`config.mk`:
```
export PLATFORM = sky130hd
export DESIGN_NAME = dhlt_front
export DESIGN_NICKNAME = d
export VERILOG_FILES = /design/src/hw/rtl/dhlt_pkg.sv /design/src/hw/rtl/dhlt_front.sv
export SDC_FILE = /design/constraint.sdc
export NUM_CORES = 1
export LEC_CHECK = 0
export BUFFER_PORTS_ARGS = -buffer_cell sky130_fd_sc_hd__clkbuf_2
export CORE_MARGIN = 2
export CORE_UTILIZATION = 45
export CTS_CLUSTER_DIAMETER = 40
export CTS_CLUSTER_SIZE = 8
export DETAILED_ROUTE_END_ITERATION = 7
export HOLD_SLACK_MARGIN = 0.08
export PLACE_DENSITY = 0.74
export SETUP_SLACK_MARGIN = 0.05
export SLEW_MARGIN = 40
export SYNTH_ARGS = -nofsm -noshare
export SYNTH_HDL_FRONTEND = slang
export SYNTH_SLANG_ARGS = --single-unit
export TNS_END_PERCENT = 5
```
`constraint.sdc`:
```
create_clock -name i_clk -period 7.32 [get_ports i_clk]
set_clock_uncertainty 0.05 [all_clocks]
set_input_delay 1.098 -clock i_clk [delete_from_list [all_inputs] [get_ports i_clk]]
set_output_delay 1.098 -clock i_clk [all_outputs]
set_load 0.02 [all_outputs]
```
`src/hw/rtl/dhlt_pkg.sv`:
```
package dhlt_pkg;

    localparam int ANG_W = 16;
    localparam int XY_W  = 33;
    localparam int Z_W   = 33;
    localparam int ZW_W  = 35;
    localparam int QUEUE_DEPTH = 4;
    localparam int QCNT_W = $clog2(QUEUE_DEPTH + 1);
    localparam int QPTR_W = $clog2(QUEUE_DEPTH);

    localparam logic signed [ZW_W-1:0] PI_WIDE     = 35'sd3373259426;
    localparam logic signed [ZW_W-1:0] TWO_PI_WIDE = 35'sd6746518852;
    localparam logic signed [Z_W-1:0]  PI_Q30      = 33'sd3373259426;
    localparam logic signed [Z_W-1:0]  HALF_PI_Q30 = 33'sd1686629713;
    localparam logic signed [XY_W-1:0] CORDIC_GAIN = 33'sd652032874;

    localparam logic signed [19:0] ROT_MAX = 20'sd16384;
    localparam logic signed [19:0] ROT_MIN = -20'sd16384;
    localparam logic signed [19:0] POS_MAX = 20'sd32767;
    localparam logic signed [19:0] POS_MIN = -20'sd32768;

    typedef enum logic [2:0] {
        REG_JOINT_KIND    = 3'd0,
        REG_LINK_LENGTH   = 3'd1,
        REG_LINK_OFFSET_D = 3'd2,
        REG_COS_TWIST     = 3'd3,
        REG_SIN_TWIST     = 3'd4,
        REG_ZERO_OFFSET   = 3'd5,
        REG_FIXED_ANGLE   = 3'd6
    } t_reg_idx;

    typedef enum logic {
        JOINT_REVOLUTE  = 1'b0,
        JOINT_PRISMATIC = 1'b1
    } t_joint_kind;

    typedef struct packed {
        t_joint_kind              joint_kind;
        logic signed [ANG_W-1:0]  link_length;
        logic signed [ANG_W-1:0]  link_offset_d;
        logic signed [ANG_W-1:0]  cos_twist;
        logic signed [ANG_W-1:0]  sin_twist;
        logic signed [ANG_W-1:0]  zero_offset;
        logic signed [ANG_W-1:0]  fixed_angle;
    } t_cfg;

    typedef struct packed {
        logic signed [Z_W-1:0]    z;
        logic                     neg;
        logic signed [ANG_W-1:0]  pz;
    } t_qent;

    typedef struct packed {
        logic  push;
        t_qent wdata;
        logic  pop;
    } t_qctl;

    function automatic logic signed [Z_W-1:0] atan_q30(input logic [4:0] idx);
        logic signed [Z_W-1:0] v;
        case (idx)
            5'd0:    v = 33'sd843314857;
            5'd1:    v = 33'sd497837829;
            5'd2:    v = 33'sd263043837;
            5'd3:    v = 33'sd133525159;
            5'd4:    v = 33'sd67021687;
            5'd5:    v = 33'sd33543516;
            5'd6:    v = 33'sd16775851;
            5'd7:    v = 33'sd8388437;
            5'd8:    v = 33'sd4194283;
            5'd9:    v = 33'sd2097149;
            5'd10:   v = 33'sd1048576;
            5'd11:   v = 33'sd524288;
            5'd12:   v = 33'sd262144;
            5'd13:   v = 33'sd131072;
            5'd14:   v = 33'sd65536;
            5'd15:   v = 33'sd32768;
            5'd16:   v = 33'sd16384;
            5'd17:   v = 33'sd8192;
            5'd18:   v = 33'sd4096;
            5'd19:   v = 33'sd2048;
            5'd20:   v = 33'sd1024;
            5'd21:   v = 33'sd512;
            5'd22:   v = 33'sd256;
            5'd23:   v = 33'sd128;
            default: v = '0;
        endcase
        return v;
    endfunction

    function automatic logic signed [ANG_W-1:0] sat_rot(input logic signed [19:0] v);
        logic signed [19:0] c;
        c = (v > ROT_MAX) ? ROT_MAX : ((v < ROT_MIN) ? ROT_MIN : v);
        return c[ANG_W-1:0];
    endfunction

    function automatic logic signed [ANG_W-1:0] sat_pos(input logic signed [19:0] v);
        logic signed [19:0] c;
        c = (v > POS_MAX) ? POS_MAX : ((v < POS_MIN) ? POS_MIN : v);
        return c[ANG_W-1:0];
    endfunction

endpackage

```
`src/hw/rtl/dhlt_front.sv`:
```
module dhlt_front (
    input  logic                          i_clk,
    input  logic                          i_rst_n,
    input  dhlt_pkg::t_cfg                i_cfg,
    input  logic                          i_start,
    input  logic signed [15:0]            i_joint_value,
    input  logic [dhlt_pkg::QCNT_W-1:0]   i_q_count,
    output logic                          o_busy,
    output logic                          o_push,
    output dhlt_pkg::t_qent               o_wdata
);

    logic r1_v, r2_v;
    logic signed [15:0] r1_theta, r1_pz, r2_pz;
    logic signed [dhlt_pkg::Z_W-1:0] r2_z;

    logic signed [16:0] sum17;
    logic signed [15:0] sum_sat, n_theta, n_pz;
    logic signed [dhlt_pkg::ZW_W-1:0] z_wide, z_wrap;
    logic [dhlt_pkg::QCNT_W:0] used;
    logic accept;

    // words in flight ahead of the queue count against its free slots
    assign used   = {1'b0, i_q_count} + (dhlt_pkg::QCNT_W+1)'(r1_v)
                  + (dhlt_pkg::QCNT_W+1)'(r2_v);
    assign o_busy = (used >= (dhlt_pkg::QCNT_W+1)'(dhlt_pkg::QUEUE_DEPTH));
    assign accept = i_start && !o_busy;

    always_comb begin
        sum17 = 17'(i_joint_value) + 17'(i_cfg.zero_offset);
        if (sum17 > 17'sd32767) begin
            sum_sat = 16'sh7fff;
        end else if (sum17 < -17'sd32768) begin
            sum_sat = 16'sh8000;
        end else begin
            sum_sat = sum17[15:0];
        end
        if (i_cfg.joint_kind == dhlt_pkg::JOINT_PRISMATIC) begin
            n_theta = i_cfg.fixed_angle;
            n_pz    = sum_sat;
        end else begin
            n_theta = sum_sat;
            n_pz    = i_cfg.link_offset_d;
        end
    end

    // wrap into [-pi, pi]
    always_comb begin
        z_wide = {{(dhlt_pkg::ZW_W-34){r1_theta[15]}}, r1_theta, 18'b0};
        if (z_wide > dhlt_pkg::PI_WIDE) begin
            z_wrap = z_wide - dhlt_pkg::TWO_PI_WIDE;
        end else if (z_wide < -dhlt_pkg::PI_WIDE) begin
            z_wrap = z_wide + dhlt_pkg::TWO_PI_WIDE;
        end else begin
            z_wrap = z_wide;
        end
    end

    // fold into [-pi/2, pi/2]
    always_comb begin
        o_push   = r2_v;
        o_wdata.pz = r2_pz;
        if (r2_z > dhlt_pkg::HALF_PI_Q30) begin
            o_wdata.z   = r2_z - dhlt_pkg::PI_Q30;
            o_wdata.neg = 1'b1;
        end else if (r2_z < -dhlt_pkg::HALF_PI_Q30) begin
            o_wdata.z   = r2_z + dhlt_pkg::PI_Q30;
            o_wdata.neg = 1'b1;
        end else begin
            o_wdata.z   = r2_z;
            o_wdata.neg = 1'b0;
        end
    end

    always_ff @(posedge i_clk) begin
        if (!i_rst_n) begin
            r1_v <= 1'b0;
            r2_v <= 1'b0;
        end else begin
            r1_v <= accept;
            r2_v <= r1_v;
        end
    end

    always_ff @(posedge i_clk) begin
        r1_theta <= n_theta;
        r1_pz    <= n_pz;
        r2_z     <= z_wrap[dhlt_pkg::Z_W-1:0];
        r2_pz    <= r1_pz;
    end

endmodule

```
=== Word-level counts from Yosys, hierarchy flattened ===
Index checks and enable logic that the tools add are counted.

* Register bits after elaboration: 83
* Logic and storage cells: 30

* $add $sub $neg: 7
* $lt $le $gt $ge: 7
* Multiplexer cells: 8
* Reductions and logical operators: 2

{| class="wikitable"
|+ Operators by type and width
! cell !! number
|-
| 34-bit two-way mux || 2
|-
| 33-bit two-way mux || 2
|-
| 16-bit two-way mux || 4
|-
| 34-bit by 33-bit greater-than comparator with 1-bit output, second input constant || 1
|-
| 34-bit by 33-bit less-than comparator with 1-bit output, second input constant || 1
|-
| 33-bit by 32-bit adder with 33-bit output, second input constant || 1
|-
| 33-bit adder, second input constant || 1
|-
| 33-bit by 32-bit greater-than comparator with 1-bit output, second input constant || 1
|-
| 33-bit by 32-bit less-than comparator with 1-bit output, second input constant || 1
|-
| 33-bit by 32-bit subtractor with 33-bit output, second input constant || 1
|-
| 33-bit subtractor, second input constant || 1
|-
| 16-bit by 16-bit adder with 17-bit output || 1
|-
| 17-bit by 16-bit greater-than comparator with 1-bit output, second input constant || 1
|-
| 17-bit by 16-bit less-than comparator with 1-bit output, second input constant || 1
|-
| 3-bit by 1-bit adder with 4-bit output || 1
|-
| 4-bit by 1-bit adder with 4-bit output || 1
|-
| 4-bit by 3-bit greater-or-equal comparator with 1-bit output, second input constant || 1
|-
| 1-bit logical AND || 1
|-
| 1-bit logical NOT || 1
|}

=== Depth between registers and ports, before layout ===
* Word-level depth: 5
* Depth in mapped cells: 11
* Gate-level depth less buffers: 10

=== Least setup slack after synthesis ===
No wires, ideal clock.

* Kind: register -> output
* From: register r2_z[17] in the netlist's numbering
* To: output port o_wdata[33] in the netlist's numbering
* Arrival time: 2.942 ns
* Data required time: 6.172 ns
* Slack: 3.230 ns
* Cell stages (with the launch flop): 12
* Path buffers: 3
* Cell sequence: dfxtp_1 -> clkbuf_1 -> inv_1 -> ha_1 -> or3b_2 -> a31oi_1 -> o31ai_1 -> clkbuf_1 -> nor2_1 -> a21oi_1 -> o21ai_0 -> buf_4

{| class="wikitable"
|+ RTL lines
! element !! RTL line !! RTL
|-
| from (decl) || dhlt_front.sv:15 || <nowiki>logic signed [dhlt_pkg::Z_W-1:0] r2_z;</nowiki>
|-
| from (signal assigned) || dhlt_front.sv:88 || <nowiki>r2_z <= z_wrap[dhlt_pkg::Z_W-1:0];</nowiki>
|-
| to (decl) || dhlt_front.sv:10 || <nowiki>output dhlt_pkg::t_qent o_wdata</nowiki>
|}

==> results.py <==
metrics = {
    "run_status": {
        "status": "finished clean",
    },
    "synthesis": {
        "syn_area_per_cell_um2": 8.32,
        "synth_edf_count": 0,
        "synth_ff_type": "dfxtp_1",
        "synth.distinct_cells": 78,
        "ys_ff_latch": 68,
        "syn_nets": 690,
        "syn_inst": 539,
        "netlist_area_um2": 4480,
        "yosysSeqAreaShare_pct": 30.4,
        "yosys_warnings": 0,
        "async_reset_ff_share_pct": 0,
    },
    "timing": {
        "fmax_ghz": 0.228,
        "drv_slew": 0,
        "rsz0062_at_grt": "no",
        "setup_tns_ps": 0,
        "relSlewSlack_pct": 56.8,
        "whs_ps": 278,
        "post-route-period-util_pct": 59.8,
        "hold_viol_final": 0,
        "final.min_clock_period_ps": 4380,
        "setup_viol_count_final": 0,
        "worst_pin_slew_ps": 640,
        "worst_slack_ps": 2940,
    },
    "clock_network": {
        "cts_hold_buf": 0,
        "htree_levels": 3,
        "clk_latency_ps": 340,
        "clock_sinks": 68,
        "cts_setup_buffers": 0,
        "cts.clk_slew.worst_paths_ps": 70,
        "cts_buffers": 9,
        "clock-root-buffer": "clkbuf_8",
        "cts_tree": "done",
        "cts_resized": 0,
        "cts_max_path_buffers": 2,
    },
    "drt": {
        "dr.pass1.iters": 5,
        "via_per_inst": 5.52,
        "wl_per_cell_um": 14.3,
        "drc_errors": 0,
        "vias": 4243,
        "drtIter0Drc": 153,
        "postRouteAntennaNets": 0,
        "wl_um": 11000,
    },
    "worst_setup_path": {
        "cp_cell_sequence": "inv_1 -> ha_1 -> or3b_2 -> a31oi_1 -> o31ai_1 -> buf_4 -> nor2_1 -> a21oi_1 -> o21ai_0 -> clkbuf_2",
        "crit-reg2reg-capture": "r2_z[24]$_DFF_P_",
        "crit_family": "compound AO/OA/AOI/OAI gates",
        "r2r_slack_ps": 4760,
        "r2r_cells": 8,
        "cpMaxStageDelayCell": "or3b_2",
        "path_buf_inv": 3,
        "required_ps": 6170,
        "arrival_ps": 3230,
        "crit_cells": 10,
        "crit_path_start_kind": "register",
        "r2r-start": "r1_theta[5]$_DFF_P_",
        "cp_max_fo": 14,
        "critPathKind": "reg -> out",
        "worst_path_largest_cell_delay_ps": 530,
        "crit_path_end_kind": "primary output",
    },
    "cells_and_area": {
        "drive_gt1_share_pct": 24.7,
        "final_common_cell": "clkbuf_2",
        "area_growth_pct": 16.8,
        "nFillCells": 953,
        "diodes": 0,
        "mostFrequentLayoutCells": "clkbuf_2 (121), dfxtp_1 (68), nand2_1 (44), nor2_1 (41), a21oi_1 (39)",
        "fin_nets": 782,
    },
    "min_path": {
        "whs_endpoint": "r2_pz[3]$_DFF_P_",
        "worstHoldStart": "r1_pz[3]$_DFF_P_",
        "min_path_cells": 0,
        "hold_class": "reg -> reg",
    },
    "die": {
        "chipHeight_um": 104,
        "die_area_um2": 10800,
        "dieWidth_um": 104,
        "start_util_pct": 46.1,
        "core_um2": 9730,
        "ios": 171,
        "rows": 36,
    },
    "grt": {
        "grt_overflow": 0,
        "grt_pass1_vias": 4088,
        "grt_pass1_wl_um": 18500,
        "antenna_found_initial": 0,
        "grt_usage_pct": 20.6,
        "grt_max_degree": 22,
    },
    "placement": {
        "hpwlAfterDp_um": 8840,
        "port_buffers": 121,
        "gp_congestion": 0.893,
        "place_ws_ps": 3340,
    },
    "power": {
        "power_per_cell_area_nw_per_um2": 359,
        "cellLeakagePower_nw": 2.35,
        "ir_drop_uv": 194,
    },
    "run": {
        "cap_violations": 0,
    },
}
## where the power goes
part           internal (mW)  switching [mW]
clock network          0.131           0.128
registers              0.453           0.125
logic                  0.394           0.647
## registers in the layout, summed over array words and instances, names as in the netlist
register / count
r2_z: 18
r2_pz: 16
r1_pz: 16
r1_theta: 16
o_push: 1
r1_v: 1
## kinds of logic after synthesis
logic type,share of synthesized area (%)
compound gates,30.5
fa+ha+maj,9.10
mux,1.06
flops,30.4
other cells,0.0837
xor+xnor,7.04
simple gates,15.6
buf+inv,6.23
## Yosys cell counts (7+ instances only)
cell type | number | area [um^2]
o21ai_0 | 31 | 155
nand3_1 | 10 | 50.1
clkbuf_1 | 24 | 90.1
nor2_1 | 42 | 158
a211o_1 | 7 | 61.3
a21oi_1 | 39 | 195
a31oi_1 | 13 | 81.3
nand2_1 | 44 | 165
inv_1 | 19 | 71.3
a2bb2oi_1 | 8 | 70.1
nand2b_1 | 7 | 43.8
ha_1 | 31 | 388
xnor2_1 | 25 | 219
xor2_1 | 11 | 96.3
dfxtp_1 | 68 | 1360
a21o_1 | 11 | 82.6
buf_4 | 9 | 67.6
## metrics by stage
stage / total power [mW] / instances / cell area, um^2 / utilization (%)
4_1_cts: 1.88 / 769 / 5230 / 53.8
3_5_place_dp: 1.62 / 753 / 5060 / 52.0
2_1_floorplan: 1.36 / 539 / 4480 / -
3_3_place_gp: 1.61 / 753 / 5060 / 52.0
5_1_grt: 2.01 / 769 / 5230 / 53.8
6_report: 1.88 / 769 / 5230 / 53.8
## area by class of cell
cell class / count / area [um^2] / area share (%)
Tap cell: 133 / 166 / 3.18
Multi-Input combinational cell: 410 / 2840 / 54.3
Clock buffer: 12 / 145 / 2.77
Clock inverter: 4 / 25.0 / 0.478
Inverter: 19 / 71.3 / 1.36
Timing Repair Buffer: 123 / 621 / 11.9
Sequential cell: 68 / 1360 / 26.0
## worst max-delay path by stage
stage | start | slack [ps] | endpoint
floorplan | r2_z[17]$_SDFF_PP0_ | 3230 | o_wdata[33]
global placement | r2_z[17]$_SDFF_PP0_ | 3330 | o_wdata[39]
detailed placement | r2_z[17]$_SDFF_PP0_ | 3340 | o_wdata[29]
CTS | r2_z[14]$_DFF_P_ | 2950 | o_wdata[29]
global route | r2_z[17]$_SDFF_PP0_ | 2680 | o_wdata[34]
finish | r2_z[17]$_SDFF_PP0_ | 2940 | o_wdata[34]
## layer usage
metal / GRT usage, % / wire, um
met1: 23.8 / 4670
met2: 37.2 / 5450
met4: 8.59 / 252
met3: 3.96 / 607
met5: 0 / 0
No activity file was read; power rests on OpenSTA's default activity.
