$ cat config.mk
export PLATFORM = sky130hd
export DESIGN_NAME = dhlt_queue
export DESIGN_NICKNAME = d
export VERILOG_FILES = /design/src/hw/rtl/dhlt_pkg.sv /design/src/hw/rtl/dhlt_queue.sv
export SDC_FILE = /design/constraint.sdc
export NUM_CORES = 1
export LEC_CHECK = 0
export BUFFER_PORTS_ARGS = -buffer_cell sky130_fd_sc_hd__buf_4
export CORE_UTILIZATION = 30
export DETAILED_ROUTE_END_ITERATION = 8
export GPL_TIMING_DRIVEN = 0
export PLACE_DENSITY = 0.52
export SYNTH_ARGS = -nofsm -noshare
export SYNTH_HDL_FRONTEND = slang
export SYNTH_SLANG_ARGS = --single-unit
$ cat constraint.sdc
create_clock -name i_clk -period 2.62 [get_ports i_clk]
set_clock_uncertainty 0.1 [all_clocks]
set_input_delay 0.393 -clock i_clk [delete_from_list [all_inputs] [get_ports i_clk]]
set_output_delay 0.393 -clock i_clk [all_outputs]
set_load 0.05 [all_outputs]
$ cat src/hw/rtl/dhlt_pkg.sv
package dhlt_pkg;

    localparam int ANG_W = 16;
    localparam int XY_W  = 33;
    localparam int Z_W   = 33;
    localparam int ZW_W  = 35;
    localparam int QUEUE_DEPTH = 4;
    localparam int QCNT_W = $clog2(QUEUE_DEPTH + 1);
    localparam int QPTR_W = $clog2(QUEUE_DEPTH);

    localparam logic signed [ZW_W-1:0] PI_WIDE     = 35'sd3373259426;
    localparam logic signed [ZW_W-1:0] TWO_PI_WIDE = 35'sd6746518852;
    localparam logic signed [Z_W-1:0]  PI_Q30      = 33'sd3373259426;
    localparam logic signed [Z_W-1:0]  HALF_PI_Q30 = 33'sd1686629713;
    localparam logic signed [XY_W-1:0] CORDIC_GAIN = 33'sd652032874;

    localparam logic signed [19:0] ROT_MAX = 20'sd16384;
    localparam logic signed [19:0] ROT_MIN = -20'sd16384;
    localparam logic signed [19:0] POS_MAX = 20'sd32767;
    localparam logic signed [19:0] POS_MIN = -20'sd32768;

    typedef enum logic [2:0] {
        REG_JOINT_KIND    = 3'd0,
        REG_LINK_LENGTH   = 3'd1,
        REG_LINK_OFFSET_D = 3'd2,
        REG_COS_TWIST     = 3'd3,
        REG_SIN_TWIST     = 3'd4,
        REG_ZERO_OFFSET   = 3'd5,
        REG_FIXED_ANGLE   = 3'd6
    } t_reg_idx;

    typedef enum logic {
        JOINT_REVOLUTE  = 1'b0,
        JOINT_PRISMATIC = 1'b1
    } t_joint_kind;

    typedef struct packed {
        t_joint_kind              joint_kind;
        logic signed [ANG_W-1:0]  link_length;
        logic signed [ANG_W-1:0]  link_offset_d;
        logic signed [ANG_W-1:0]  cos_twist;
        logic signed [ANG_W-1:0]  sin_twist;
        logic signed [ANG_W-1:0]  zero_offset;
        logic signed [ANG_W-1:0]  fixed_angle;
    } t_cfg;

    typedef struct packed {
        logic signed [Z_W-1:0]    z;
        logic                     neg;
        logic signed [ANG_W-1:0]  pz;
    } t_qent;

    typedef struct packed {
        logic  push;
        t_qent wdata;
        logic  pop;
    } t_qctl;

    function automatic logic signed [Z_W-1:0] atan_q30(input logic [4:0] idx);
        logic signed [Z_W-1:0] v;
        case (idx)
            5'd0:    v = 33'sd843314857;
            5'd1:    v = 33'sd497837829;
            5'd2:    v = 33'sd263043837;
            5'd3:    v = 33'sd133525159;
            5'd4:    v = 33'sd67021687;
            5'd5:    v = 33'sd33543516;
            5'd6:    v = 33'sd16775851;
            5'd7:    v = 33'sd8388437;
            5'd8:    v = 33'sd4194283;
            5'd9:    v = 33'sd2097149;
            5'd10:   v = 33'sd1048576;
            5'd11:   v = 33'sd524288;
            5'd12:   v = 33'sd262144;
            5'd13:   v = 33'sd131072;
            5'd14:   v = 33'sd65536;
            5'd15:   v = 33'sd32768;
            5'd16:   v = 33'sd16384;
            5'd17:   v = 33'sd8192;
            5'd18:   v = 33'sd4096;
            5'd19:   v = 33'sd2048;
            5'd20:   v = 33'sd1024;
            5'd21:   v = 33'sd512;
            5'd22:   v = 33'sd256;
            5'd23:   v = 33'sd128;
            default: v = '0;
        endcase
        return v;
    endfunction

    function automatic logic signed [ANG_W-1:0] sat_rot(input logic signed [19:0] v);
        logic signed [19:0] c;
        c = (v > ROT_MAX) ? ROT_MAX : ((v < ROT_MIN) ? ROT_MIN : v);
        return c[ANG_W-1:0];
    endfunction

    function automatic logic signed [ANG_W-1:0] sat_pos(input logic signed [19:0] v);
        logic signed [19:0] c;
        c = (v > POS_MAX) ? POS_MAX : ((v < POS_MIN) ? POS_MIN : v);
        return c[ANG_W-1:0];
    endfunction

endpackage

$ cat src/hw/rtl/dhlt_queue.sv
module dhlt_queue (
    input  logic                i_clk,
    input  logic                i_rst_n,
    input  dhlt_pkg::t_qctl     i_ctl,
    output dhlt_pkg::t_qent     o_head,
    output logic                o_empty,
    output logic [dhlt_pkg::QCNT_W-1:0] o_count
);

    dhlt_pkg::t_qent r_mem [dhlt_pkg::QUEUE_DEPTH];
    logic [dhlt_pkg::QPTR_W-1:0] r_wptr, r_rptr;
    logic [dhlt_pkg::QCNT_W-1:0] r_count, n_count;
    logic do_pop;

    assign o_empty = (r_count == '0);
    assign o_count = r_count;
    assign o_head  = r_mem[r_rptr];
    assign do_pop  = i_ctl.pop && !o_empty;

    always_comb begin
        n_count = r_count;
        if (i_ctl.push && !do_pop) begin
            n_count = r_count + 1'b1;
        end else if (!i_ctl.push && do_pop) begin
            n_count = r_count - 1'b1;
        end
    end

    always_ff @(posedge i_clk) begin
        if (!i_rst_n) begin
            r_wptr  <= '0;
            r_rptr  <= '0;
            r_count <= '0;
        end else begin
            r_count <= n_count;
            if (i_ctl.push) begin
                r_wptr <= r_wptr + 1'b1;
            end
            if (do_pop) begin
                r_rptr <= r_rptr + 1'b1;
            end
        end
    end

    always_ff @(posedge i_clk) begin
        if (i_ctl.push) begin
            r_mem[r_wptr] <= i_ctl.wdata;
        end
    end

endmodule

# Word-level counts from Yosys, hierarchy flattened
# Memories as Yosys holds them, arrays and structs flattened. A register that Yosys moved wholly into a read port is not among the register bits.
# Cells that the tools add are included.
dict set report word_totals {
  latchBits 0
  inputBits 54
  mem_bits_rw 200
  register_bits 7
  n_memories 1
  mem_bits_ro 0
}
# memory words word_bits read_ports rd_ports_with_merged_regs write_ports line_no
set mem_list {}
lappend mem_list {r_mem 4 50 1 1 1 dhlt_queue.sv:10} ;# dhlt_pkg::t_qent r_mem [dhlt_pkg::QUEUE_DEPTH];
dict set report classes {
  div_mod_pow 0
  n_eq_ne 0
  add_sub_neg 4
  order_cmp 0
  n_mul 0
  n_reduce_logical 8
  shift 0
  bitwise 0
  n_mux 6
}
# cell n
set ops {}
lappend ops {{2-to-1 mux 3 bit} 2}
lappend ops {{adder 2 x 1 -> 2 bit (second input constant)} 2}
lappend ops {{2-to-1 mux 2 bit} 2}
lappend ops {{adder 3 x 1 -> 3 bit (second input constant)} 1}
lappend ops {{logical AND 1 bit} 3}
lappend ops {{zero test 1 bit} 3}
lappend ops {{zero test 3 bit} 1}
lappend ops {{subtractor 3 x 1 -> 3 bit (second input constant)} 1}
lappend ops {{2-to-1 mux 1 bit} 2}
lappend ops {{nonzero test 2 bit} 1}

# Longest topological paths before layout
# Gate-level depths: netlist of run 1.
dict set report logic_depth {
  ltp_word 6
  ltp_mapped 7
  ltp_nobuf 7
}

# Worst setup path before layout of run 1
# No wires, ideal clock.
dict set report synth_path {
  path_kind {register to register}
  from {register r_count (netlist bit o_count[1])}
  to {register r_count (netlist bit o_count[2])}
  setup_slack_ns 0.350
  synth_period_minus_slack_ns 2.270
  setup_time_ns 0.076
  required_ns 2.444
  stages_incl_launch_ff 8
  arrival_ns 2.094
  cell_sequence {dfxtp_1 > o31ai_4 > ha_1 > inv_1 > fa_1 > xor2_1 > or3_1 > a21boi_0}
}
dict set report synth_via {
  elab_chain_cells 6
}
# element line_no
set synth_lines {}
lappend synth_lines {{start, declared} dhlt_queue.sv:12} ;# logic [dhlt_pkg::QCNT_W-1:0] r_count, n_count;
lappend synth_lines {{start signal, assigned} dhlt_queue.sv:35} ;# r_count <= n_count;
lappend synth_lines {{branches (longest 6 deep; another with subtractor 3 x 1 -> 3 bit)} -}
# Several ways; the timed one is not identified. The select of a mux whose other input is x is not followed.
# A chain may end at the register's enable or synchronous reset.

==> results of run 1 <==
synth_stat cells, drive strengths merged (2+ instances only):
master	number	area (um2)
mux2i	2	20.02
and2	9	56.30
dfxtp	9	180.2
ha	5	62.56
buf	12	140.1
xor2	2	17.52
mux4	50	1126
xnor2	3	26.28
inv	3	11.26
edfxtp	200	6006
nor2b	2	12.51
flip-flops by register name, summed over array words and instances (netlist names), named ones only:
name / flops
r_rptr: 2
o_count: 3
r_wptr: 2
r_mem: 200
metal layers:
metal | GRT usage | up-vias | wire length (um)
li1 | - | 1654 | -
met1 | 0.1406 | 1868 | 6304
met2 | 0.2009 | 91 | 7484
met3 | 0.02521 | 26 | 694
met4 | 0.03526 | 0 | 361
met5 | 0 | - | 0
area by class of cell:
type / instances / area, um2 / share of cell area
inverter: 3 / 11.26 / 0.001097
sequential: 209 / 6186 / 0.6028
timing repair buffer: 157 / 1304 / 0.1270
clock buffer: 28 / 636.9 / 0.06206
tap: 330 / 412.9 / 0.04023
clock inverter: 16 / 153.9 / 0.01500
multi-input combinational: 80 / 1413 / 0.1376
buffer: 12 / 145.1 / 0.01414
through the flow:
step           hold slack [ns]  setup WS [ns]    util
2_1_floorplan           0.3919         0.3501       -
3_3_place_gp            0.4398        -0.7403  0.3546
6_report               0.05442        0.09333  0.4064
4_1_cts                0.02756        0.01021  0.4062
5_1_grt                0.04365       -0.01284  0.4064
3_5_place_dp            0.4773         0.4218  0.3550
cells by family after synthesis:
kind of cell | after synthesis
flip-flops | 209
AO/OA/AOI/OAI | 4
adder cells (fa/ha/maj) | 6
XOR/XNOR | 5
buffers and inverters | 15
multiplexers | 52
AND/OR/NAND/NOR | 13
repair_timing:
| action | 4_1_cts | 5_1_grt |
|---|---|---|
| setup buffers | 0 | 0 |
| setup endpoints to repair | 0 | 12 |
| hold endpoints to repair | 200 | 0 |
| hold buffers | 50 | 0 |
| resized for setup | 0 | 2 |
worst max-delay path: cells and delay by family (launching register included):
kind	cells	cell delay (ns)
muxes	1	0.37
buffers and inverters	3	0.85
DFF	1	0.32
where the power goes:
part | switching, W | leakage [nW] | internal (W) | total, W
sequential | 0.0000811 | 1.91 | 0.00386 | 0.00394
clock | 0.00129 | 0.394 | 0.00203 | 0.00332
combinational | 0.00200 | 1.19 | 0.00131 | 0.00331
total | 0.00337 | 3.50 | 0.00720 | 0.0106
final timing paths:
kind | slack [ns] | cells past startpoint | endpoint | start
setup reg to reg | 0.42 | 7 | o_count[2] | o_count[0]
hold reg to reg | 0.49 | 2 | r_wptr[1] | r_wptr[1]
setup / recovery | 0.09 | 4 | o_head[49] | register
hold / removal | 0.05 | 2 | register | i_rst_n
==> results.md, run 1 <==
* Inst Count DP at 741
* Worst Path Required at 2.13 ns
* # fillers at 2283
* Clk root buf: clkbuf_16
* Flops & latches, synth at 209
* WP data arrival at 2.03 ns
* Max cap viols at 0
* Syn Nets at 364
* Initial Utilization at 0.3065
* Worst rel slew slack at 0.4307
* Worst-path clk slew at 0.06 ns
* IO Pins at 108
* Measured slew at the worst slew-check pin at 0.8539 ns
* Cell Area, Synth at 7740 um2
* Nets@finish at 547
* Layout cells sized above 1 at 0.4198
* Inserted Clock Buffers at 24
* Cell area after placement at 8966 um2
* Critical path's largest stage delay at 0.37 ns
* Critical path launch point type: register
* Post-DRT Antenna Nets at 0
* First-pass GRT wire length at 22850 um
* Vias in the first global route at 3995
* Placed wire-length estimate at 8392 um
* Power Total at 0.01057 W
* Area delta synth->final at 32.59%
* Post-synthesis simple-gate area fraction at 0.01035
* CTS tree: built
* Compound-gate portion of the synthesized area at 0.006466
* DRT iter0 DRCs at 124
* Die H at 162.6 um
* Yosys cell types at 21
* Post-synth top flop: edfxtp_1
* GRT Residual Overflow at 0
* CP cell instances: buf_1 -> buf_2 -> mux4_2 -> buf_4
* Worst-path fanout max at 10
* Longest Clk Path Bufs at 3
* Mux contribution to synthesized area at 0.1481
* Async SR Flop Fraction at 0
* Die Area at 26450 um2
* Outcome: complete, no violations
* Setup violators final at 0
* Sink Count at 209
* EDFF count, synth at 200
* Max IR drop VDD at 0.5983 mV
* Minimum clock period at 2.527 ns
* Residual DRC count at 0
* Setup TNS at 0 ns
* Slew Viols, Final at 0
* Seq/Total Area, Yosys at 0.7992
* Post-synthesis share of cell area spent on xor and xnor gates at 0.005658
* Per-cell routed wire length at 17.78 um
* Non-filler cells, final at 835
* WL final at 14850 um
* Setup crit end kind: primary output
* FP Rows at 58
* Crit Path Category: register to primary output
* I/O Buffers at 107
* Commonest cells after routing, fill and taps aside: edfxtp_1 (200), buf_4 (107), mux4_2 (50), dlygate4sd3_1 (50), clkbuf_16 (25)
* Worst hold path type: input pin to register
* Fin. Hold Viols at 0
* Post-route cell area at 10260 um2
* Total GRT Usage at 0.1146
* Largest net degree at the start of global routing at 51
* Die Width at 162.6 um
* Leading cell type in the layout, fill and taps excluded: edfxtp_1
* Worst skew pair latency at 0.50 ns
* Clock H-tree levels at 1
* Crit-path slowest cell: buf_2
* PwrDens at 1030 nW/um2
* Highest Clock Rate at 0.3958 GHz
* Post-Synthesis Cells at 304
* Yosys Warn Count at 0
* Post-synthesis adder-cell area fraction at 0.01067
* Vias at 3639
* Crit share post-route at 0.9644
* DR vias/cell at 4.358
* 1st-pass router iterations at 4
* Leak at 3.497 nW
* Largest family of logic cells by synthesized area: multiplexers
* RD Place Congestion at 0.6633
* Core area at 25250 um2
* RSZ-0062 raised after global routing: true
* Antenna cell count at 0
* Initial antenna violation count at 0
* Syn avg cell area at 25.46 um2
No activity file was read; power rests on OpenSTA's default activity.
==> run 2: changes to the inputs <==
- ABC_AREA: not set -> 1
==> results.md, run 2 <==
* Layout cells sized above 1 at 0.2399 (was 0.4198)
* Final core utilization at 0.4025 (was 0.4064)
* Nets@finish at 790 (was 547)
* DRT iter0 DRCs at 350 (was 124)
* Leading cell type in the layout, fill and taps excluded: edfxtp_1 (unchanged)
* PwrDens at 1009 nW/um2 (was 1030 nW/um2)
* Max cap viols at 0 (unchanged)
* Total GRT Usage at 0.1383 (was 0.1146)
* Crit Path Category: register to primary output (unchanged)
* Die Area at 27360 um2 (was 26450 um2)
* Worst hold path type: input pin to register (unchanged)
* Die H at 165.4 um (was 162.6 um)
* Placed wire-length estimate at 11500 um (was 8392 um)
* I/O Buffers at 107 (unchanged)
* Setup crit end kind: primary output (unchanged)
* Fin. Hold Viols at 0 (unchanged)
* Leak at 3.804 nW (was 3.497 nW)
* GRT Residual Overflow at 0 (unchanged)
* Vias in the first global route at 5213 (was 3995)
* Failing checks: design-rule violations
* Hold path cells at 1 (was 2)
* Per-cell routed wire length at 17.63 um (was 17.78 um)
* RSZ-0062 raised after global routing: false (was true)
* Post-route cell area at 10520 um2 (was 10260 um2)
* Most numerous cell in the Yosys netlist: edfxtp_1 (unchanged)
* Inserted Clock Buffers at 22 (was 24)
* Worst Path Required at 2.13 ns (about the same)
* 1st-pass router iterations at 6 (was 4)
* Clock H-tree levels at 1 (unchanged)
* EDFF count, synth at 200 (unchanged)
* Worst rel slew slack at 0.5787 (was 0.4307)
* Commonest cells after routing, fill and taps aside: edfxtp_1 (200), buf_4 (112), nor2_1 (105), o21ai_1 (60), o22ai_1 (50) (was edfxtp_1 (200), buf_4 (107), mux4_2 (50), dlygate4sd3_1 (50), clkbuf_16 (25))
* CP delay by family, top: buffers and inverters (unchanged)
* Seq/Total Area, Yosys at 0.7723 (was 0.7992)
* Yosys cell types at 22 (was 21)
* Core area at 26130 um2 (was 25250 um2)
* RD Place Congestion at 0.7367 (was 0.6633)
* Vias at 5032 (was 3639)
* FP Rows at 59 (was 58)
* Largest net degree at the start of global routing at 32 (was 51)
* Async SR Flop Fraction at 0 (unchanged)
* Initial antenna violation count at 1 (was 0)
* Setup violators final at 0 (unchanged)
* Minimum clock period at 2.392 ns (was 2.527 ns)
* Residual DRC count at 12 (was 0)
* CTS tree: built (unchanged)
* Critical path launch point type: register (unchanged)
* Outcome: finished, violations left (was complete, no violations)
* Measured slew at the worst slew-check pin at 0.6310 ns (was 0.8539 ns)
* Buf/Inv on CP at 2 (was 3)
* Antenna cell count at 0 (unchanged)
* Longest Clk Path Bufs at 3 (unchanged)
* Worst skew pair latency at 0.49 ns (was 0.50 ns)
* Slew Viols, Final at 0 (unchanged)
* Sink Count at 209 (unchanged)
* Flops & latches, synth at 209 (unchanged)
* Leading area contributor after synthesis: edfxtp_1 (unchanged)
* Largest register FFs at 200 (unchanged)
* WL final at 19060 um (was 14850 um)
* Syn Nets at 606 (was 364)
* Post-synth top flop: edfxtp_1 (unchanged)
* # fillers at 2433 (was 2283)
* Worst-path clk slew at 0.06 ns (about the same)
* Area delta synth->final at 31.30% (was 32.59%)
* Worst-path fanout max at 10 (unchanged)
* Max IR drop VDD at 0.7551 mV (was 0.5983 mV)
* Post-DRT Antenna Nets at 0 (unchanged)
* Initial Utilization at 0.3065 (about the same)
* Worst Hold Slack at 0.02288 ns (was 0.05442 ns)
* Dpl ws at 0.5425 ns (was 0.4218 ns)
* Clk root buf: clkbuf_16 (unchanged)
* WP data arrival at 1.90 ns (was 2.03 ns)
* Post-Synthesis Cells at 546 (was 304)
* Top cells by area, synth: edfxtp_1 (75%), nor2_1 (4.9%), o22ai_1 (3.9%) (was edfxtp_1 (78%), mux4_2 (15%), dfxtp_1 (2.3%))
* Synth cell count leaders: edfxtp_1 (200), nor2_1 (105), o21ai_1 (60) (was edfxtp_1 (200), mux4_2 (50), and2_1 (9), dfxtp_1 (9))
* Yosys top cell area share at 0.7498 (was 0.7759)
* DR vias/cell at 4.655 (was 4.358)
* Die Width at 165.4 um (was 162.6 um)
* Yosys Warn Count at 0 (unchanged)
* IO Pins at 108 (unchanged)
* Fin worst setup slack at 0.2279 ns (was 0.09333 ns)
* FF-to-FF path depth at 8 (was 7)
* Biggest register: r_mem (unchanged)
* Critical path's largest stage delay at 0.36 ns (was 0.37 ns)
* Syn avg cell area at 14.67 um2 (was 25.46 um2)
* Crit share post-route at 0.9130 (was 0.9644)
* First-pass GRT wire length at 28560 um (was 22850 um)
* Cell area after placement at 9313 um2 (was 8966 um2)
* Cell Area, Synth at 8010 um2 (was 7740 um2)
* Highest Clock Rate at 0.4180 GHz (was 0.3958 GHz)
* Crit-path slowest cell: dlymetal6s2s_1 (was buf_2)
* WP depth at 4 (unchanged)
* Post-CTS Setup Bufs at 0 (unchanged)
* CP cell instances: dlymetal6s2s_1 -> o21ai_0 -> o22ai_1 -> buf_4 (was buf_1 -> buf_2 -> mux4_2 -> buf_4)
[run 2: timing repair]
action,in CTS,in global routing
cloned,0,0
pin swaps,0,0
gates resized for setup,1,1
hold buffers,49,0
setup endpoints to repair,1,5
endpoints found under the hold margin,196,0
[run 2: cells by family (layout without fill, tap and decap cells)]
family / after synthesis / after routing / synth area share
xor+xnor: 1 / 1 / 0.001094
simple gates: 124 / 124 / 0.05889
compound gates: 158 / 158 / 0.1065
flops: 209 / 209 / 0.7723
fa+ha+maj: 6 / 6 / 0.01031
buf+inv: 48 / 248 / 0.05092
[run 2: worst reg2reg max path, cell delays in order (launching register included)]
cell,delay (ns)
dfxtp_1,0.43
nor2_1,0.06
nand2_1,0.13
nand2_1,0.12
ha_1,0.22
inv_2,0.07
fa_1,0.41
o21ai_0,0.19
nor2_1,0.06
[run 2: path summary, 6_finish.rpt]
check | from | slack [ns] | end
setup reg to reg | o_count[0] | 0.71 | o_count[1]
hold / removal | i_ctl[25] | 0.02 | r_mem[2][24]
hold reg to reg | r_rptr[1] | 0.42 | register
setup / recovery | register | 0.23 | o_head[44]
[run 2: per-layer routing]
layer / global-route usage / routed length (um) / up-vias
li1: - / - / 2409
met1: 0.1783 / 8297 / 2464
met2: 0.2360 / 9425 / 128
met3: 0.02572 / 998 / 29
met4: 0.04050 / 323 / 2
met5: 0 / 17 / -
[run 2: final cells by class]
type                            instances  area, um2  share of cell area
Tap cell                              335      419.2             0.03985
Inverter                               17      76.32            0.007257
Timing Repair Buffer                  160       1374              0.1306
Clock inverter                          8      93.84            0.008922
Clock buffer                           32      619.3             0.05889
Multi-Input combinational cell        289       1416              0.1347
Buffer                                 31      331.6             0.03153
Sequential cell                       209       6187              0.5883
[run 2: through the flow]
stage	TNS (ns)	power [W]	cells
6_report	0	0.01061	1081
5_1_grt	0	0.01106	1081
4_1_cts	0	0.01074	1081
3_5_place_dp	0	0.007623	992
3_3_place_gp	-78.12	0.007567	988
2_1_floorplan	0	0.006448	546
[run 2: power breakdown]
group	internal, W	switching (W)	leakage, nW	total (W)
combinational	0.00115	0.00251	1.55	0.00366
clock	0.00184	0.00119	0.346	0.00303
sequential	0.00384	0.0000734	1.91	0.00392
==> run 3: changes to the inputs <==
- CORE_ASPECT_RATIO: not set -> 0.75
==> results.md, run 3 (synthesis results as in run 2) <==
* Worst skew pair latency at 0.51 ns (was 0.49 ns)
* GRT Residual Overflow at 0 (unchanged)
* Slew Viols, Final at 0 (unchanged)
* IO Pins at 108 (unchanged)
* Leak at 3.803 nW (was 3.804 nW)
* I/O Buffers at 107 (unchanged)
* Max cap viols at 0 (unchanged)
* Per-cell routed wire length at 17.87 um (was 17.63 um)
* Power Total at 0.01060 W (was 0.01061 W)
* Critical path's largest stage delay at 0.38 ns (was 0.36 ns)
* Vias at 5066 (was 5032)
* Die Area at 27360 um2 (about the same)
* Antenna cell count at 0 (unchanged)
* Leading cell type in the layout, fill and taps excluded: edfxtp_1 (unchanged)
* Final core utilization at 0.4036 (was 0.4025)
* Worst Path Required at 2.13 ns (about the same)
* Die H at 143.5 um (was 165.4 um)
* Worst-path clk slew at 0.06 ns (about the same)
* PwrDens at 1007 nW/um2 (was 1009 nW/um2)
* Inserted Clock Buffers at 23 (was 22)
* Crit Path Category: register to primary output (unchanged)
* Multi-input logic area at 1416 um2 (unchanged)
* Highest Clock Rate at 0.4188 GHz (was 0.4180 GHz)
* Worst rel slew slack at 0.5103 (was 0.5787)
* Largest net degree at the start of global routing at 28 (was 32)
* Post-CTS Setup Bufs at 0 (unchanged)
* Measured slew at the worst slew-check pin at 0.7335 ns (was 0.6310 ns)
* Residual DRC count at 0 (was 12)
* Placed wire-length estimate at 11940 um (was 11500 um)
* Biggest register: r_mem (unchanged)
* Register area at 6187 um2 (unchanged)
* DRT iter0 DRCs at 287 (was 350)
* Fin. Hold Viols at 0 (unchanged)
* Commonest cells after routing, fill and taps aside: edfxtp_1 (200), buf_4 (112), nor2_1 (105), o21ai_1 (60) (was edfxtp_1 (200), buf_4 (112), nor2_1 (105), o21ai_1 (60), o22ai_1 (50))
* RSZ-0062 raised after global routing: false (unchanged)
* Core area at 26100 um2 (was 26130 um2)
* Longest Clk Path Bufs at 3 (unchanged)
* First-pass GRT wire length at 29170 um (was 28560 um)
* Total GRT Usage at 0.1416 (was 0.1383)
* Worst-path fanout max at 10 (unchanged)
* DR vias/cell at 4.643 (was 4.655)
* Max IR drop VDD at 0.7254 mV (was 0.7551 mV)
* Largest register FFs at 200 (unchanged)
* Layout cells sized above 1 at 0.2396 (was 0.2399)
* Clk root buf: clkbuf_16 (unchanged)
* Die Width at 190.7 um (was 165.4 um)
* Nets@finish at 792 (was 790)
* Crit-path slowest cell: dfxtp_2 (was dlymetal6s2s_1)
* Initial Utilization at 0.3069 (was 0.3065)
* Post-DRT Antenna Nets at 0 (unchanged)
* RD Place Congestion at 0.6994 (was 0.7367)
* CTS tree: built (unchanged)
* FP Rows at 51 (was 59)
* Setup violators final at 0 (unchanged)
* Setup crit end kind: primary output (unchanged)
* Dpl ws at 0.5169 ns (was 0.5425 ns)
* Minimum clock period at 2.388 ns (was 2.392 ns)
* Outcome: complete, no violations (was finished, violations left)
* 1st-pass router iterations at 4 (was 6)
* # fillers at 2408 (was 2433)
* CP cell instances: inv_2 -> buf_2 -> o21ai_1 -> o22ai_1 -> buf_4 (was dlymetal6s2s_1 -> o21ai_0 -> o22ai_1 -> buf_4)
* Area delta synth->final at 31.49% (was 31.30%)
* Critical path launch point type: register (unchanged)
* Initial antenna violation count at 0 (was 1)
* Fin worst setup slack at 0.2324 ns (was 0.2279 ns)
* WP data arrival at 1.89 ns (was 1.90 ns)
* Crit share post-route at 0.9113 (was 0.9130)
* Sink Count at 209 (unchanged)
* Clock H-tree levels at 1 (unchanged)
* WL final at 19490 um (was 19060 um)
* Vias in the first global route at 5279 (was 5213)
* Worst hold path type: input pin to register (unchanged)
run 3: changes by cell type in the layout (fill, tap and decap cells not counted):
cell,before,now
clkbuf_8,1,0
dlygate4sd3_1,49,50
clkinvlp_4,0,1
clkbuf_1,8,4
clkinv_1,3,7
run 3: final timing paths:
check,from,end,slack [ns],cells after the start
worst max-delay path,register,o_head[1],0.23,5
worst min-delay path,i_rst_n,o_count[2],0.05,3
worst max register to register,o_count[0],o_count[2],0.65,12
worst min register to register,r_rptr[0],r_rptr[0],0.41,2
run 3: power breakdown:
part | leakage (nW) | internal, W | switching [W]
registers | 1.91 | 0.00384 | 0.0000695
logic | 1.55 | 0.00115 | 0.00252
clock network | 0.341 | 0.00180 | 0.00122
total | 3.80 | 0.00680 | 0.00381
run 3: repair_timing:
item,CTS,global route
hold buffers,50,0
hold endpoints to repair,200,0
endpoints found under the setup margin,3,3
resized for setup,1,1
run 3: layout make-up:
type / count / area share
timing repair buffer: 161 / 0.1314
sequential: 209 / 0.5874
inverter: 17 / 0.007246
clock inverter: 13 / 0.01105
tap: 344 / 0.04086
buffer: 31 / 0.03148
multi-input combinational: 289 / 0.1345
clock buffer: 27 / 0.05607
run 3: stage by stage:
stage | setup TNS [ns] | hold WS (ns) | instances | area [um2]
after detailed placement | 0 | 0.4001 | 1001 | 9324
after global routing | 0 | 0.04702 | 1091 | 10530
after floorplan | 0 | 0.3648 | 546 | 8010
after CTS | 0 | 0.03245 | 1091 | 10530
after global placement | -70.22 | 0.3871 | 997 | 9244
final | 0 | 0.05330 | 1091 | 10530
run 3: critical path: cells and delay by family, from the launching register on:
| kind | cells | cell delay [ns] |
|---|---|---|
| buf+inv | 3 | 0.66 |
| compound gates | 2 | 0.34 |
| flops | 1 | 0.38 |
run 3: per-layer routing:
layer / vias up / share of wire / track usage
li1: 2410 / - / -
met1: 2492 / 0.44 / 0.1864
met2: 135 / 0.48 / 0.2400
met3: 29 / 0.049 / 0.02393
met4: 0 / 0.021 / 0.04168
met5: - / 0 / 0
